==> config.mk <==
export PLATFORM = sky130hd
export DESIGN_NAME = iso_duration_formatter_unit
export DESIGN_NICKNAME = d
export VERILOG_FILES = /design/src/sv/idf_pkg.sv /design/src/sv/idf_bcd_conv.sv /design/src/sv/idf_emit.sv /design/src/sv/iso_duration_formatter_unit.sv
export SDC_FILE = /design/constraint.sdc
export NUM_CORES = 1
export LEC_CHECK = 0
export BUFFER_PORTS_ARGS = -buffer_cell sky130_fd_sc_hd__buf_4
export CAP_MARGIN = 20
export CORE_ASPECT_RATIO = 2
export CORE_UTILIZATION = 50
export CTS_CLUSTER_DIAMETER = 60
export DETAILED_ROUTE_END_ITERATION = 12
export PLACE_DENSITY = 0.74
export SYNTH_ARGS = -nofsm -noshare
export SYNTH_HDL_FRONTEND = slang
export SYNTH_SLANG_ARGS = --single-unit
==> constraint.sdc <==
create_clock -name clk -period 6 [get_ports clk]
set_input_delay 1.8 -clock clk [delete_from_list [all_inputs] [get_ports clk]]
set_output_delay 1.8 -clock clk [all_outputs]
set_load 0.02 [all_outputs]
==> src/sv/idf_pkg.sv <==
// ----------------------------------------------------------------------------
// idf_pkg
// Types, character codes and state encodings shared by the ISO 8601 duration
// formatter and its submodules.
// ----------------------------------------------------------------------------
package idf_pkg;

    localparam int DAY_BITS    = 31;
    localparam int SECS_BITS   = 17;
    localparam int SECS_DIGITS = 5;
    localparam int SECS_NDW    = 3;
    localparam int USEC_BITS   = 20;
    localparam int USEC_DIGITS = 6;
    localparam int USEC_NDW    = 3;

    localparam logic [SECS_BITS-1:0] SECS_PER_DAY   = 17'd86400;
    localparam logic [SECS_BITS-1:0] SECS_LAST      = 17'd86399;
    localparam logic [USEC_BITS-1:0] MICROS_PER_SEC = 20'd1000000;
    localparam logic [USEC_BITS-1:0] MICROS_MAX     = 20'd999999;

    localparam logic [6:0] CH_ZERO  = 7'h30;
    localparam logic [6:0] CH_P     = 7'h50;
    localparam logic [6:0] CH_D     = 7'h44;
    localparam logic [6:0] CH_T     = 7'h54;
    localparam logic [6:0] CH_S     = 7'h53;
    localparam logic [6:0] CH_DOT   = 7'h2E;
    localparam logic [6:0] CH_MINUS = 7'h2D;

    typedef struct packed {
        logic signed [30:0] span_days;
        logic [16:0]        span_seconds;
        logic [19:0]        span_micros;
    } span_t;

    typedef struct packed {
        logic [6:0] text_char;
        logic       is_last;
    } text_t;

    // Conversion results handed from the front end to the character sequencer.
    typedef struct packed {
        logic                       neg;
        logic [SECS_DIGITS*4-1:0]   secs_digits;
        logic [SECS_NDW-1:0]        secs_ndig;
        logic [USEC_DIGITS*4-1:0]   usec_digits;
        logic                       usec_nz;
    } emit_info_t;

    typedef enum logic [2:0] {
        FS_IDLE,
        FS_NORM,
        FS_SIGN,
        FS_FIX,
        FS_START,
        FS_CONV,
        FS_EMIT
    } ctrl_state_t;

    typedef enum logic [3:0] {
        EM_IDLE,
        EM_MINUS,
        EM_P,
        EM_DAYS,
        EM_DAY_D,
        EM_ZERO,
        EM_ZERO_D,
        EM_T,
        EM_SECS,
        EM_DOT,
        EM_USEC,
        EM_S
    } emit_state_t;

    // Largest day count that fits in the given number of decimal digits.
    function automatic logic [63:0] day_cap(input int digits);
        logic [63:0] v;
        v = 64'd1;
        for (int i = 0; i < digits; i++)
        begin
            v = v * 64'd10;
        end
        return v - 64'd1;
    endfunction

endpackage

==> src/sv/idf_bcd_conv.sv <==
// ----------------------------------------------------------------------------
// idf_bcd_conv
// Bit-serial binary to BCD converter (shift and add three), one input bit per
// clock, with a count of significant decimal digits.
// ----------------------------------------------------------------------------
module idf_bcd_conv #(
    parameter int WIDTH  = 31,
    parameter int DIGITS = 10
) (
    input  logic                         clk,
    input  logic                         rst_n,
    input  logic                         start,
    input  logic [WIDTH-1:0]             value,
    output logic                         done,
    output logic [DIGITS*4-1:0]          digits,
    output logic [$clog2(DIGITS+1)-1:0]  ndig
);

    localparam int CW = $clog2(WIDTH + 1);
    localparam int NW = $clog2(DIGITS + 1);
    localparam int BW = DIGITS * 4;

    logic [WIDTH-1:0] shift_reg, shift_next;
    logic [BW-1:0]    bcd_reg, bcd_next;
    logic [CW-1:0]    cnt_reg, cnt_next;
    logic [BW-1:0]    bcd_adj;
    logic [NW-1:0]    ndig_c;

    always_comb
    begin
        for (int i = 0; i < DIGITS; i++)
        begin
            bcd_adj[i*4 +: 4] = (bcd_reg[i*4 +: 4] >= 4'd5) ?
                                bcd_reg[i*4 +: 4] + 4'd3 : bcd_reg[i*4 +: 4];
        end
    end

    always_comb
    begin
        shift_next = shift_reg;
        bcd_next   = bcd_reg;
        cnt_next   = cnt_reg;
        if (start)
        begin
            shift_next = value;
            bcd_next   = '0;
            cnt_next   = CW'(WIDTH);
        end
        else if (cnt_reg != '0)
        begin
            bcd_next   = {bcd_adj[BW-2:0], shift_reg[WIDTH-1]};
            shift_next = shift_reg << 1;
            cnt_next   = cnt_reg - 1'b1;
        end
    end

    always_ff @(posedge clk or negedge rst_n)
    begin
        if (!rst_n)
        begin
            cnt_reg <= '0;
        end
        else
        begin
            cnt_reg <= cnt_next;
        end
    end

    always_ff @(posedge clk)
    begin
        shift_reg <= shift_next;
        bcd_reg   <= bcd_next;
    end

    // The highest nonzero digit sets the count; zero gives a count of zero.
    always_comb
    begin
        ndig_c = '0;
        for (int i = 0; i < DIGITS; i++)
        begin
            if (bcd_reg[i*4 +: 4] != 4'd0)
            begin
                ndig_c = NW'(i + 1);
            end
        end
    end

    assign done   = (cnt_reg == '0);
    assign digits = bcd_reg;
    assign ndig   = ndig_c;

endmodule

==> src/sv/idf_emit.sv <==
// ----------------------------------------------------------------------------
// idf_emit
// Character sequencer: walks the duration text one character per clock, when
// not stalled, into an output register, without day and second leading zeros.
// ----------------------------------------------------------------------------
module idf_emit import idf_pkg::*; #(
    parameter int DAY_DIGITS = 9
) (
    input  logic                             clk,
    input  logic                             rst_n,
    input  logic                             go,
    input  emit_info_t                       info,
    input  logic [DAY_DIGITS*4-1:0]          day_digits,
    input  logic [$clog2(DAY_DIGITS+1)-1:0]  day_ndig,
    output logic                             text_valid,
    input  logic                             text_stall,
    output text_t                            text,
    output logic                             done
);

    localparam int IW = $clog2((DAY_DIGITS > USEC_DIGITS) ? DAY_DIGITS : USEC_DIGITS);

    emit_state_t     state_reg, state_next;
    logic [IW-1:0]   idx_reg, idx_next;
    logic            text_valid_reg, text_valid_next;
    text_t           text_data_reg, text_data_next;

    logic            can_load;
    logic            load;
    logic            time_nz;
    logic [3:0]      day_sel, secs_sel, usec_sel;

    assign can_load = !text_valid_reg || !text_stall;
    assign time_nz  = (info.secs_ndig != '0) || info.usec_nz;

    always_comb
    begin
        day_sel  = 4'd0;
        secs_sel = 4'd0;
        usec_sel = 4'd0;
        for (int i = 0; i < DAY_DIGITS; i++)
        begin
            if (idx_reg == IW'(i))
            begin
                day_sel = day_digits[i*4 +: 4];
            end
        end
        for (int i = 0; i < SECS_DIGITS; i++)
        begin
            if (idx_reg == IW'(i))
            begin
                secs_sel = info.secs_digits[i*4 +: 4];
            end
        end
        for (int i = 0; i < USEC_DIGITS; i++)
        begin
            if (idx_reg == IW'(i))
            begin
                usec_sel = info.usec_digits[i*4 +: 4];
            end
        end
    end

    always_comb
    begin
        state_next     = state_reg;
        idx_next       = idx_reg;
        text_data_next = text_data_reg;
        load           = 1'b0;
        done           = 1'b0;

        case (state_reg)
            EM_IDLE:
            begin
                if (go)
                begin
                    state_next = info.neg ? EM_MINUS : EM_P;
                end
            end
            EM_MINUS:
            begin
                text_data_next = '{text_char: CH_MINUS, is_last: 1'b0};
                if (can_load)
                begin
                    load       = 1'b1;
                    state_next = EM_P;
                end
            end
            EM_P:
            begin
                text_data_next = '{text_char: CH_P, is_last: 1'b0};
                if (can_load)
                begin
                    load = 1'b1;
                    if (day_ndig != '0)
                    begin
                        state_next = EM_DAYS;
                        idx_next   = IW'(day_ndig - 1'b1);
                    end
                    else if (time_nz)
                    begin
                        state_next = EM_T;
                    end
                    else
                    begin
                        state_next = EM_ZERO;
                    end
                end
            end
            EM_DAYS:
            begin
                text_data_next = '{text_char: CH_ZERO + {3'b000, day_sel}, is_last: 1'b0};
                if (can_load)
                begin
                    load = 1'b1;
                    if (idx_reg == '0)
                    begin
                        state_next = EM_DAY_D;
                    end
                    else
                    begin
                        idx_next = idx_reg - 1'b1;
                    end
                end
            end
            EM_DAY_D:
            begin
                text_data_next = '{text_char: CH_D, is_last: !time_nz};
                if (can_load)
                begin
                    load = 1'b1;
                    if (time_nz)
                    begin
                        state_next = EM_T;
                    end
                    else
                    begin
                        state_next = EM_IDLE;
                        done       = 1'b1;
                    end
                end
            end
            EM_ZERO:
            begin
                text_data_next = '{text_char: CH_ZERO, is_last: 1'b0};
                if (can_load)
                begin
                    load       = 1'b1;
                    state_next = EM_ZERO_D;
                end
            end
            EM_ZERO_D:
            begin
                text_data_next = '{text_char: CH_D, is_last: 1'b1};
                if (can_load)
                begin
                    load       = 1'b1;
                    state_next = EM_IDLE;
                    done       = 1'b1;
                end
            end
            EM_T:
            begin
                text_data_next = '{text_char: CH_T, is_last: 1'b0};
                if (can_load)
                begin
                    load       = 1'b1;
                    state_next = EM_SECS;
                    // A zero second count still prints a single zero.
                    idx_next   = (info.secs_ndig == '0) ? '0 :
                                 IW'(info.secs_ndig - 1'b1);
                end
            end
            EM_SECS:
            begin
                text_data_next = '{text_char: CH_ZERO + {3'b000, secs_sel}, is_last: 1'b0};
                if (can_load)
                begin
                    load = 1'b1;
                    if (idx_reg == '0)
                    begin
                        state_next = info.usec_nz ? EM_DOT : EM_S;
                    end
                    else
                    begin
                        idx_next = idx_reg - 1'b1;
                    end
                end
            end
            EM_DOT:
            begin
                text_data_next = '{text_char: CH_DOT, is_last: 1'b0};
                if (can_load)
                begin
                    load       = 1'b1;
                    state_next = EM_USEC;
                    idx_next   = IW'(USEC_DIGITS - 1);
                end
            end
            EM_USEC:
            begin
                text_data_next = '{text_char: CH_ZERO + {3'b000, usec_sel}, is_last: 1'b0};
                if (can_load)
                begin
                    load = 1'b1;
                    if (idx_reg == '0)
                    begin
                        state_next = EM_S;
                    end
                    else
                    begin
                        idx_next = idx_reg - 1'b1;
                    end
                end
            end
            EM_S:
            begin
                text_data_next = '{text_char: CH_S, is_last: 1'b1};
                if (can_load)
                begin
                    load       = 1'b1;
                    state_next = EM_IDLE;
                    done       = 1'b1;
                end
            end
            default:
            begin
                state_next = EM_IDLE;
            end
        endcase

        if (load)
        begin
            text_valid_next = 1'b1;
        end
        else if (!text_stall)
        begin
            text_valid_next = 1'b0;
        end
        else
        begin
            text_valid_next = text_valid_reg;
        end
    end

    always_ff @(posedge clk or negedge rst_n)
    begin
        if (!rst_n)
        begin
            state_reg      <= EM_IDLE;
            idx_reg        <= '0;
            text_valid_reg <= 1'b0;
        end
        else
        begin
            state_reg      <= state_next;
            idx_reg        <= idx_next;
            text_valid_reg <= text_valid_next;
        end
    end

    always_ff @(posedge clk)
    begin
        if (load)
        begin
            text_data_reg <= text_data_next;
        end
    end

    assign text_valid = text_valid_reg;
    assign text       = text_data_reg;

endmodule

==> src/sv/iso_duration_formatter_unit.sv <==
// ----------------------------------------------------------------------------
// iso_duration_formatter_unit
// Formats a span of signed days, seconds and microseconds as ISO 8601
// duration text, one ASCII character per output request.
// ----------------------------------------------------------------------------
// Flow: a taken span is normalised, its sign and fraction are fixed, then the
// BCD conversions run and one character per cycle follows while the output is
// not stalled. A new span is taken only once the last of its 3..26 characters
// is loaded; the 31-bit serial BCD conversion of the day magnitude is longest.
// Reset clears the control state and the output valid; no request is pending.
// ----------------------------------------------------------------------------
module iso_duration_formatter_unit import idf_pkg::*; #(
    parameter int MAX_DAY_DIGITS = 9
) (
    input  logic  clk,
    input  logic  rst_n,
    input  logic  span_valid,
    output logic  span_stall,
    input  span_t span,
    output logic  text_valid,
    input  logic  text_stall,
    output text_t text
);

    localparam logic [63:0] DAY_CAP = day_cap(MAX_DAY_DIGITS);
    localparam int          DNW     = $clog2(MAX_DAY_DIGITS + 1);

    ctrl_state_t            state_reg, state_next;
    logic signed [31:0]     days_reg, days_next;
    logic [SECS_BITS-1:0]   secs_reg, secs_next;
    logic [USEC_BITS-1:0]   usec_reg, usec_next;
    logic [DAY_BITS-1:0]    dmag_reg, dmag_next;
    logic                   neg_reg, neg_next;

    logic signed [31:0]     neg_days;
    logic [DAY_BITS-1:0]    dsat;
    logic                   conv_start;
    logic                   emit_go;
    logic                   emit_done;

    logic                            day_done, secs_done, usec_done;
    logic [MAX_DAY_DIGITS*4-1:0]     day_digits;
    logic [DNW-1:0]                  day_ndig;
    logic [SECS_DIGITS*4-1:0]        secs_digits;
    logic [SECS_NDW-1:0]             secs_ndig;
    logic [USEC_DIGITS*4-1:0]        usec_digits;
    logic [USEC_NDW-1:0]             usec_ndig;
    emit_info_t                      info;

    assign span_stall = (state_reg != FS_IDLE);
    assign neg_days   = -days_reg;
    assign dsat       = ({33'd0, dmag_reg} > DAY_CAP) ? DAY_CAP[DAY_BITS-1:0] : dmag_reg;

    always_comb
    begin
        state_next = state_reg;
        days_next  = days_reg;
        secs_next  = secs_reg;
        usec_next  = usec_reg;
        dmag_next  = dmag_reg;
        neg_next   = neg_reg;
        conv_start = 1'b0;
        emit_go    = 1'b0;

        case (state_reg)
            FS_IDLE:
            begin
                if (span_valid)
                begin
                    days_next  = {span.span_days[30], span.span_days};
                    secs_next  = span.span_seconds;
                    usec_next  = span.span_micros;
                    state_next = FS_NORM;
                end
            end
            FS_NORM:
            begin
                // Seconds past one day carry into the day count.
                if (secs_reg >= SECS_PER_DAY)
                begin
                    days_next = days_reg + 32'sd1;
                    secs_next = secs_reg - SECS_PER_DAY;
                end
                if (usec_reg > MICROS_MAX)
                begin
                    usec_next = MICROS_MAX;
                end
                state_next = FS_SIGN;
            end
            FS_SIGN:
            begin
                neg_next = days_reg[31];
                if (days_reg[31])
                begin
                    if (secs_reg == '0)
                    begin
                        dmag_next = neg_days[DAY_BITS-1:0];
                    end
                    else
                    begin
                        dmag_next = ~days_reg[DAY_BITS-1:0];
                        secs_next = SECS_PER_DAY - secs_reg;
                    end
                end
                else
                begin
                    dmag_next = days_reg[DAY_BITS-1:0];
                end
                state_next = FS_FIX;
            end
            FS_FIX:
            begin
                // A negative span shows its fraction as a complement, so one
                // second is borrowed, from the days when the seconds are zero.
                if (neg_reg && (usec_reg != '0))
                begin
                    usec_next = MICROS_PER_SEC - usec_reg;
                    if (secs_reg == '0)
                    begin
                        secs_next = SECS_LAST;
                        dmag_next = dmag_reg - 1'b1;
                    end
                    else
                    begin
                        secs_next = secs_reg - 1'b1;
                    end
                end
                state_next = FS_START;
            end
            FS_START:
            begin
                conv_start = 1'b1;
                state_next = FS_CONV;
            end
            FS_CONV:
            begin
                if (day_done && secs_done && usec_done)
                begin
                    emit_go    = 1'b1;
                    state_next = FS_EMIT;
                end
            end
            FS_EMIT:
            begin
                if (emit_done)
                begin
                    state_next = FS_IDLE;
                end
            end
            default:
            begin
                state_next = FS_IDLE;
            end
        endcase
    end

    always_ff @(posedge clk or negedge rst_n)
    begin
        if (!rst_n)
        begin
            state_reg <= FS_IDLE;
        end
        else
        begin
            state_reg <= state_next;
        end
    end

    always_ff @(posedge clk)
    begin
        days_reg <= days_next;
        secs_reg <= secs_next;
        usec_reg <= usec_next;
        dmag_reg <= dmag_next;
        neg_reg  <= neg_next;
    end

    idf_bcd_conv #(
        .WIDTH  (DAY_BITS),
        .DIGITS (MAX_DAY_DIGITS)
    ) u_day_conv (
        .clk    (clk),
        .rst_n  (rst_n),
        .start  (conv_start),
        .value  (dsat),
        .done   (day_done),
        .digits (day_digits),
        .ndig   (day_ndig)
    );

    idf_bcd_conv #(
        .WIDTH  (SECS_BITS),
        .DIGITS (SECS_DIGITS)
    ) u_secs_conv (
        .clk    (clk),
        .rst_n  (rst_n),
        .start  (conv_start),
        .value  (secs_reg),
        .done   (secs_done),
        .digits (secs_digits),
        .ndig   (secs_ndig)
    );

    idf_bcd_conv #(
        .WIDTH  (USEC_BITS),
        .DIGITS (USEC_DIGITS)
    ) u_usec_conv (
        .clk    (clk),
        .rst_n  (rst_n),
        .start  (conv_start),
        .value  (usec_reg),
        .done   (usec_done),
        .digits (usec_digits),
        .ndig   (usec_ndig)
    );

    assign info = '{
        neg:         neg_reg,
        secs_digits: secs_digits,
        secs_ndig:   secs_ndig,
        usec_digits: usec_digits,
        usec_nz:     (usec_ndig != '0)
    };

    idf_emit #(
        .DAY_DIGITS (MAX_DAY_DIGITS)
    ) u_emit (
        .clk        (clk),
        .rst_n      (rst_n),
        .go         (emit_go),
        .info       (info),
        .day_digits (day_digits),
        .day_ndig   (day_ndig),
        .text_valid (text_valid),
        .text_stall (text_stall),
        .text       (text),
        .done       (emit_done)
    );

endmodule

==> results.json, run 1 <==
{
  "syn_inst": 2051,
  "drt_pre_antenna_iters": 6,
  "setup_viol": 0,
  "routed_wl_um": 45600,
  "timing.final.hold_violations": 0,
  "synth.avg_cell_area_um2": 8.69,
  "vias": 15154,
  "placed_cell_area_um2": 18700,
  "routed_via_density": 6.00,
  "grt.total_usage_pct": 25.1,
  "max-clock-path-buffers": 3,
  "num_cts_buffers": 28,
  "layout-drive-gt1-share_pct": 8.70,
  "synth-main-ff-cell": "edfxtp_1",
  "startpoint": "state_reg[2]",
  "status": "completed",
  "synth_edf_count": 177,
  "critPathRequiredTime_ns": 4.20,
  "worst_hold_slack_ns": 0.477,
  "max_cap_viols": 0,
  "vdd_ir_drop_max_mv": 0.317,
  "tightestPinTransition_ns": 1.17,
  "grt_setup_unrepaired": "no",
  "netlist.area_leader.share_pct": 29.8,
  "worst-setup-path-type": "reg -> out",
  "synth-seq-area-share_pct": 42.6,
  "core_area_um2": 35100,
  "p_per_area_nw_per_um2": 539,
  "die_area_um2": 36500,
  "r2r_setup_slack_ns": 2.53,
  "final-instance-count-excl-fill": 2526,
  "rr_startpoint": "secs_reg[3]",
  "fmaxAchievable_ghz": 0.276,
  "initial_utilization_pct": 50.8,
  "synthArstFlopShare_pct": 9.51,
  "critical_path.endpoint": "span_stall",
  "buffers_on_ports": 81,
  "cts.repair_timing.setup_buffer_count": 0,
  "largest_register_ff_count": 36,
  "postCtsHoldBufs": 0,
  "dp_slack_ns": 2.38,
  "timing.critical_path.slowest_cell_delay_ns": 0.63,
  "cells_along_the_critical_path": "or3_1 -> buf_4",
  "antennaDiodeCount": 0,
  "maxSlewViolCount": 0,
  "synth.ff_latch_count": 284,
  "synth.yosys.warnings": 0,
  "hold_path_class": "reg -> reg",
  "die_w_um": 136,
  "post-dp-hpwl_um": 32900,
  "areaGrowthSynthToFinish_pct": 10.2,
  "final_net_count": 2201,
  "clk_latency_ns": 0.56,
  "crit_path_end_kind": "primary output",
  "netlist_top_cells_area": "edfxtp_1, dfxtp_1, nand2_1",
  "drtIter0Drc": 1059,
  "totalNegativeSetupSlack_ns": 0,
  "place.detailed.instances": 2474,
  "setup.worst_path.start_class": "flip-flop",
  "routabilityCongestion": 0.952,
  "worst_setup_skew_after_layout_ns": 0.0208,
  "global_route_wire_length_before_repair_um": 72800,
  "period_share_pct": 60.5,
  "total_standard_cell_area_after_synthesis_um2": 17800,
  "crit_arrival_ns": 1.83,
  "globalRouteOverflowTotal": 0,
  "tritoncts": "yes",
  "static-leakage-power_nw": 7.35,
  "grt_pass1_vias": 15023,
  "drc": 0,
  "antenna_found_initial": 0,
  "r2r_end": "dmag_reg[16]",
  "post_drt_wl_per_cell_um": 18.0,
  "max_slew_margin_pct": 21.2,
  "ios": 82,
  "chipHeight_um": 269,
  "largest_net_degree_at_the_start_of_global_routing": 86,
  "route.antenna.remaining_nets": 0,
  "h-tree-depth": 1,
  "cts_root_buffer": "clkbuf_16",
  "crit_slowest_cell": "dfrtp_1",
  "final_core_util_pct": 56.0,
  "placementRows": 97,
  "clkTransAtPathRegs_ns": 0.07,
  "dominant_cell_type_by_area_after_synthesis": "edfxtp_1",
  "syn_nets": 2193,
  "post-layout-total-power_mw": 10.6,
  "ff2ff_path_depth": 6,
  "numClockSinks": 284,
  "post-route-min-period_ns": 3.63,
  "top_fanout_value_on_the_critical_path": 21,
  "yosysUniqueCellTypes": 84,
  "cts_resized": 0,
  "setup_ws_final_ns": 2.37,
  "fin_area_um2": 19600
}
logic make-up after synthesis:
logic type,share of synthesized area (%)
compound gates,19.0
fa+ha+maj,4.97
xor+xnor,7.37
flops,42.6
simple gates,20.6
buf+inv,4.44
mux,1.03
cells in the mapped netlist, types with 11 or more instances:
library cell	n
nand2_1	374
edfxtp_1	177
a21oi_1	176
o21ai_0	166
nor2_1	114
clkbuf_1	109
dfxtp_1	80
xnor2_1	80
inv_1	77
ha_1	70
xor2_1	70
nand3_1	58
nor3_1	35
a211oi_1	34
nand2b_1	34
dfrtp_1	27
nor3b_1	27
o22a_1	24
o31ai_1	23
or3_1	21
mux2i_1	15
nand4_1	15
nor4_1	15
a22oi_1	13
nor2b_1	13
a22o_1	11
layout by cell type (no fill, tap or decap), types with 23 or more instances in the layout:
master	netlist	routed
xnor2_1	80	80
nand2_1	374	372
nor3_1	35	33
inv_1	77	77
ha_1	70	70
o31ai_1	23	23
o21ai_0	166	166
clkbuf_16	0	29
dfxtp_1	80	80
buf_4	0	104
edfxtp_1	177	177
a211oi_1	34	34
nor3b_1	27	27
nor2_1	114	110
nand3_1	58	58
o22a_1	24	24
xor2_1	70	70
a21oi_1	176	176
dfrtp_1	27	27
nand2b_1	34	34
how the worst min path moves through the flow:
stage	from	to	slack, ns	cells after the start
CTS	u_usec_conv.digits[9]	u_usec_conv.digits[9]	0.48	2
finish	u_usec_conv.digits[9]	u_usec_conv.digits[9]	0.48	2
global placement	u_day_conv.digits[33]	u_day_conv.digits[33]	0.46	2
detailed placement	u_day_conv.digits[33]	u_day_conv.digits[33]	0.47	2
global route	u_day_conv.digits[33]	u_day_conv.digits[33]	0.51	2
floorplan	days_reg[31]	neg_reg	0.42	0
where the power goes:
part	internal, mW	switching [mW]	total (mW)
registers	3.13	0.911	4.04
logic	1.92	2.78	4.70
clock network	1.06	0.791	1.85
total	6.11	4.49	10.6
layer usage:
metal	share of wire (%)	routed length, um	GRT usage, %
met3	4.0	1830	2.56
met1	37	16900	25.9
met2	53	24200	47.6
met5	0	0	0
met4	5.9	2670	15.3
area by class of cell:
class | instances | area, um2
clock buffers | 32 | 737
clock inverters | 20 | 211
fillers | 3144 | 15400
inverters | 79 | 297
multi-input cells | 1562 | 9470
flip-flops and latches | 284 | 7590
well taps | 445 | 557
repair buffers | 104 | 781
critical path, delay by kind of cell (launching register included):
family,cells,cell delay (ns)
buf+inv,1,0.17
flops,1,0.63
simple gates,1,0.47
(Power assumes the default switching activity.)
==> run 2, diff against run 1 <==
- ABC_AREA: unset -> 1
- clock period: 6 -> 3.5 ns (I/O delays scaled with it)
==> run 2 against run 1 <==
  * Clock skew is 0.0036 ns lower
  * Sequential share of layout area decreased by 2.4 points
  * Synthesized cell count increased by 26%
  * Via count increased by 16%
  * Sequential cell count is the same
  * Wire length is 19% higher
  * Largest power group unchanged
  * Highest routed layer unchanged
==> results.json, run 2 <==
{
  "drt_pre_antenna_iters": 6,
  "ios": 82,
  "ff2ff_path_depth": 10,
  "combinationalPowerShare_pct": 48.7,
  "worst_setup_skew_after_layout_ns": 0.0173,
  "cts_root_buffer": "clkbuf_16",
  "syn_nets": 2731,
  "synth_edf_count": 177,
  "fmaxAchievable_ghz": 0.377,
  "timing.final.hold_violations": 0,
  "synthArstFlopShare_pct": 9.51,
  "critical_path.top_delay_family": "simple AND/OR/NAND/NOR gates",
  "dominant_cell_type_by_area_after_synthesis": "edfxtp_1",
  "critPathRequiredTime_ns": 3.73,
  "postCtsHoldBufs": 0,
  "switchingPower_mw": 9.40,
  "route.antenna.remaining_nets": 0,
  "placed_cell_area_um2": 20000,
  "synth_most_common_cell": "nand2_1",
  "synth.yosys.warnings": 0,
  "layout.filler_cells": 3578,
  "areaGrowthSynthToFinish_pct": 10.6,
  "setup_viol": 0,
  "synth_top_cells_by_count": "nand2_1, inv_1, nor2_1",
  "portion_of_total_power_attributed_to_the_clock_network_pct": 15.8,
  "period_share_pct": 75.8,
  "hold_path_class": "in -> async",
  "tritoncts": "yes",
  "buffers_on_ports": 81,
  "final_common_cell": "nand2_1",
  "crit_arrival_ns": 2.88,
  "grt_setup_unrepaired": "no",
  "totalNegativeSetupSlack_ns": 0,
  "post-dp-hpwl_um": 41100,
  "timing.critical_path.slowest_cell_delay_ns": 0.46,
  "yosysUniqueCellTypes": 62,
  "die_area_um2": 38700,
  "core_area_um2": 37300,
  "final_net_count": 2788,
  "die_w_um": 140,
  "setup_ws_final_ns": 0.846,
  "clk_latency_ns": 0.58,
  "layout-drive-gt1-share_pct": 7.76,
  "routed_wl_um": 54400,
  "yosys.area_share.xor_xnor_pct": 3.38,
  "post_drt_wl_per_cell_um": 17.4,
  "synth.area.mux_share_pct": 0,
  "synth-seq-area-share_pct": 40.1,
  "netlist.area_leader.share_pct": 28.1,
  "switching_share_pct": 46.6,
  "post-route-min-period_ns": 2.65,
  "drc": 0,
  "maxSlewViolCount": 0,
  "synth.avg_cell_area_um2": 7.31,
  "mostFrequentLayoutCells": "nand2_1, inv_1, nor2_1, o21ai_0, nand3_1",
  "antenna_found_initial": 0,
  "routabilityCongestion": 1.01,
  "synth-main-ff-cell": "edfxtp_1",
  "globalRouteOverflowTotal": 0,
  "grt_pass1_vias": 17983,
  "synthSimpleGateAreaFrac_pct": 29.1,
  "numClockSinks": 284,
  "top_fanout_value_on_the_critical_path": 31,
  "critical_path_depth": 10,
  "syn_inst": 2589,
  "drtIter0Drc": 1137,
  "p_per_area_nw_per_um2": 964,
  "crit_path_end_kind": "flip-flop",
  "dp_slack_ns": 0.863,
  "r2r_setup_slack_ns": 0.85,
  "synth.ff_latch_count": 284,
  "h-tree-depth": 1,
  "cts.repair_timing.setup_buffer_count": 0,
  "cts_resized": 0,
  "total_standard_cell_area_after_synthesis_um2": 18900,
  "clkTransAtPathRegs_ns": 0.06,
  "vdd_ir_drop_max_mv": 0.628,
  "final_core_util_pct": 56.1,
  "vias": 17646,
  "max_slew_margin_pct": 38.7,
  "synthAdderAreaFrac_pct": 4.63,
  "routed_via_density": 5.64,
  "placementRows": 100,
  "power_frac_seq_pct": 35.5,
  "crit_buf_inv": 4,
  "grt.total_usage_pct": 28.3,
  "max_cap_viols": 0,
  "r2r_end": "dmag_reg[18]",
  "netlist_top_cells_area": "edfxtp_1, nand2_1, dfxtp_1",
  "antennaDiodeCount": 0,
  "num_cts_buffers": 29,
  "largest_net_degree_at_the_start_of_global_routing": 63,
  "global_route_wire_length_before_repair_um": 87800,
  "initial_utilization_pct": 50.7,
  "crit_slowest_cell": "edfxtp_1",
  "synth-compound-area-share_pct": 14.1,
  "static-leakage-power_nw": 9.35,
  "chipHeight_um": 277,
  "intPower_mw": 10.8,
  "setup.worst_path.start_class": "flip-flop",
  "synth_top_family_by_area": "simple AND/OR/NAND/NOR gates",
  "tightestPinTransition_ns": 0.917,
  "cells_along_the_critical_path": "inv_2 -> nand2_4 -> inv_2 -> nand3_4 -> nor2_4 -> nand3_4 -> nand2_1 -> inv_1 -> nor3_4 -> buf_4",
  "max-clock-path-buffers": 3,
  "status": "completed",
  "largest_register_ff_count": 36,
  "rr_startpoint": "secs_reg[12]",
  "worst-setup-path-type": "reg -> reg",
  "fin_area_um2": 20900
}
[run 2: cell types whose count changed in the layout (fill, tap and decap cells not counted), sizes merged, moves of 71 or more]
| cell | delta |
|---|---|
| nand2 | +257 |
| inv | +260 |
| o21ai | +71 |
| nor2 | +191 |
| xnor2 | -71 |
| nand3 | +150 |
[run 2: power by group through the flow]
stage          logic [mW]  registers (mW)  clock network [mW]
2_1_floorplan        7.31            6.76                   0
4_1_cts              9.76            7.13                3.25
5_1_grt              11.1            7.38                3.36
6_report             9.82            7.16                3.20
3_5_place_dp         9.68            7.19                   0
3_3_place_gp         9.42            7.14                   0
[run 2: worst register-to-register path, stage by stage (launching register included)]
cell      delay (ns)
edfxtp_1        0.46
inv_2           0.21
nand2_4         0.10
inv_2           0.08
nand3_4         0.10
nor2_4          0.15
nand3_4         0.18
nand2_1         0.24
inv_1           0.21
nor3_4          0.21
buf_4           0.37
[run 2: logic make-up after synthesis]
group,count (synthesis)
and+or+nand+nor,1269
AOI/OAI and AO/OA,474
buffers and inverters,419
DFF,284
xor gates and xnor gates,73
adders and majority gates,70
[run 2: worst max path at each step]
stage | startpoint | to | slack, ns
floorplan | span_valid | usec_reg[0] | 0.38
global placement | secs_reg[12] | dmag_reg[2] | 0.87
detailed placement | secs_reg[12] | dmag_reg[1] | 0.86
CTS | secs_reg[12] | dmag_reg[18] | 0.84
global route | u_usec_conv.cnt_reg[0] | u_usec_conv.digits[22] | 0.64
finish | secs_reg[12] | dmag_reg[18] | 0.85
[run 2: layout make-up]
class | instances | area [um2] | area share (%)
Multi-Input combinational cell | 1886 | 9710 | 46.4
Sequential cell | 284 | 7590 | 36.3
Inverter | 341 | 1280 | 6.14
Clock buffer | 47 | 896 | 4.28
Timing Repair Buffer | 104 | 793 | 3.79
Tap cell | 459 | 574 | 2.75
Clock inverter | 7 | 72.6 | 0.347
[run 2: metrics by stage]
step | instances | hold WS (ns) | total power [mW]
CTS | 3128 | 0.416 | 20.1
floorplan | 2589 | 0.422 | 14.1
global route | 3128 | 0.433 | 21.8
finish | 3128 | 0.405 | 20.2
global placement | 3074 | 0.429 | 16.6
detailed placement | 3074 | 0.437 | 16.9
[run 2: layer usage]
layer	GRT usage (%)	wire, um
met1	27.9	19100
met2	54.3	29000
met3	2.77	2200
met4	20.4	4110
met5	0	0
==> run 3, diff against run 2 <==
- clock period: 3.5 -> 2.65 ns (I/O delays scaled with it)
==> run 3 against run 2 <==
  * Clock-buffer cell count down 10
  * Clock skew about the same
  * Combinational power up 35%
  * Setup slack worse by 0.64 ns
  * Non-clock buffer count up 30
  * Maximum frequency up 8.8%
  * Global-route usage down 0.26 points
  * Sequential power up 32%
  * Largest cell class unchanged
==> results.json, run 3 (synthesis results as in run 2) <==
{
  "static-leakage-power_nw": 9.56,
  "final-instance-count-excl-fill": 3158,
  "layout.filler_cells": 3514,
  "max_slew_margin_pct": 45.4,
  "antenna_found_initial": 0,
  "placementRows": 100,
  "die_w_um": 140,
  "initial_utilization_pct": 50.7,
  "tightestPinTransition_ns": 0.818,
  "numClockSinks": 284,
  "crit_arrival_ns": 2.92,
  "totalNegativeSetupSlack_ns": 0,
  "postCtsHoldBufs": 0,
  "globalRouteOverflowTotal": 0,
  "maxSlewViolCount": 0,
  "mostFrequentLayoutCells": "nand2_1, inv_1, nor2_1, o21ai_0, nand3_1",
  "drt_pre_antenna_iters": 7,
  "global_route_wire_length_before_repair_um": 87300,
  "vias": 17901,
  "route.antenna.remaining_nets": 0,
  "areaGrowthSynthToFinish_pct": 12.6,
  "max_cap_viols": 0,
  "setup_viol": 0,
  "final_net_count": 2818,
  "hold_path_class": "in -> async",
  "largest_net_degree_at_the_start_of_global_routing": 59,
  "routabilityCongestion": 0.978,
  "place.detailed.instances": 3104,
  "post-dp-hpwl_um": 41500,
  "drc": 0,
  "cts.repair_timing.setup_buffer_count": 0,
  "grt.total_usage_pct": 28.1,
  "final_core_util_pct": 57.1,
  "post-route-min-period_ns": 2.44,
  "drtIter0Drc": 1077,
  "antennaDiodeCount": 0,
  "final_common_cell": "nand2_1",
  "layout-drive-gt1-share_pct": 9.30,
  "crit_path_end_kind": "flip-flop",
  "post_drt_wl_per_cell_um": 17.2,
  "cts_root_buffer": "clkbuf_16",
  "period_share_pct": 92.1,
  "ios": 82,
  "vdd_ir_drop_max_mv": 0.756,
  "h-tree-depth": 1,
  "setup.worst_path.start_class": "flip-flop",
  "worst-setup-path-type": "reg -> reg",
  "critPathRequiredTime_ns": 3.13,
  "chipHeight_um": 277,
  "clkTransAtPathRegs_ns": 0.07,
  "tritoncts": "yes",
  "buffers_on_ports": 81,
  "routed_via_density": 5.67,
  "worst_hold_slack_ns": 0.161,
  "core_area_um2": 37300,
  "routed_wl_um": 54500,
  "worst_setup_skew_after_layout_ns": 0.0174,
  "grt_pass1_vias": 18094,
  "fmaxAchievable_ghz": 0.410,
  "p_per_area_nw_per_um2": 1280,
  "cts_resized": 0,
  "num_cts_buffers": 29,
  "top_fanout_value_on_the_critical_path": 32,
  "max-clock-path-buffers": 3,
  "timing.final.hold_violations": 0,
  "clk_latency_ns": 0.58,
  "status": "completed",
  "largest_register_ff_count": 36,
  "die_area_um2": 38700
}
## run 3: cell type report
cell class / count / area (um2) / share of cell area [%]
well taps: 459 / 574 / 2.70
clock buffers: 37 / 837 / 3.93
clock inverters: 17 / 215 / 1.01
flip-flops and latches: 284 / 7590 / 35.7
multi-input cells: 1886 / 9720 / 45.7
repair buffers: 134 / 1070 / 5.02
inverters: 341 / 1280 / 6.03
## run 3: worst paths after layout
check / from / endpoint / slack, ns / depth (start not counted)
worst max-delay path: u_secs_conv.cnt_reg[0] / u_secs_conv.digits[14] / 0.21 / 9
worst min-delay path: rst_n / u_emit.text_valid / 0.16 / 1
worst max register to register: u_secs_conv.cnt_reg[0] / u_secs_conv.digits[14] / 0.21 / 9
worst min register to register: u_day_conv.shift_reg[30] / u_day_conv.digits[0] / 0.47 / 2
max in group asynchronous: rst_n / u_day_conv.cnt_reg[4] / 2.16 / 1
min in group clk: u_day_conv.shift_reg[30] / u_day_conv.digits[0] / 0.47 / 2
## run 3: layer usage
layer	GRT usage (%)	wire length, um	up-vias	share of wire [%]
li1	-	-	8809	-
met1	27.4	19300	8312	36
met2	54.2	29300	567	54
met3	2.59	2060	213	3.8
met4	20.3	3760	0	6.9
met5	0	0	-	0
## run 3: through the flow
| stage | cell area (um2) | setup slack, ns | power [mW] |
|---|---|---|---|
| floorplan | 18900 | 0.120 | 18.6 |
| global route | 21300 | -0.00482 | 29.5 |
| detailed placement | 20200 | 0.0917 | 22.6 |
| CTS | 21300 | 0.0661 | 27.2 |
| finish | 21300 | 0.210 | 27.3 |
| global placement | 20200 | 0.141 | 22.1 |
## run 3: power by group
group / internal, mW / leakage [nW] / switching [mW]
sequential: 7.62 / 2.75 / 1.83
combinational: 4.45 / 6.29 / 8.87
clock: 2.64 / 0.516 / 1.89
## run 3: critical path, cell delays in order, from the launching register on
cell	delay (ns)
dfrtp_1	0.41
inv_1	0.08
ha_1	0.19
nand2_1	0.11
nor3_2	0.35
inv_1	0.26
nor2_1	0.35
inv_1	0.07
buf_4	0.27
o21ai_0	0.25
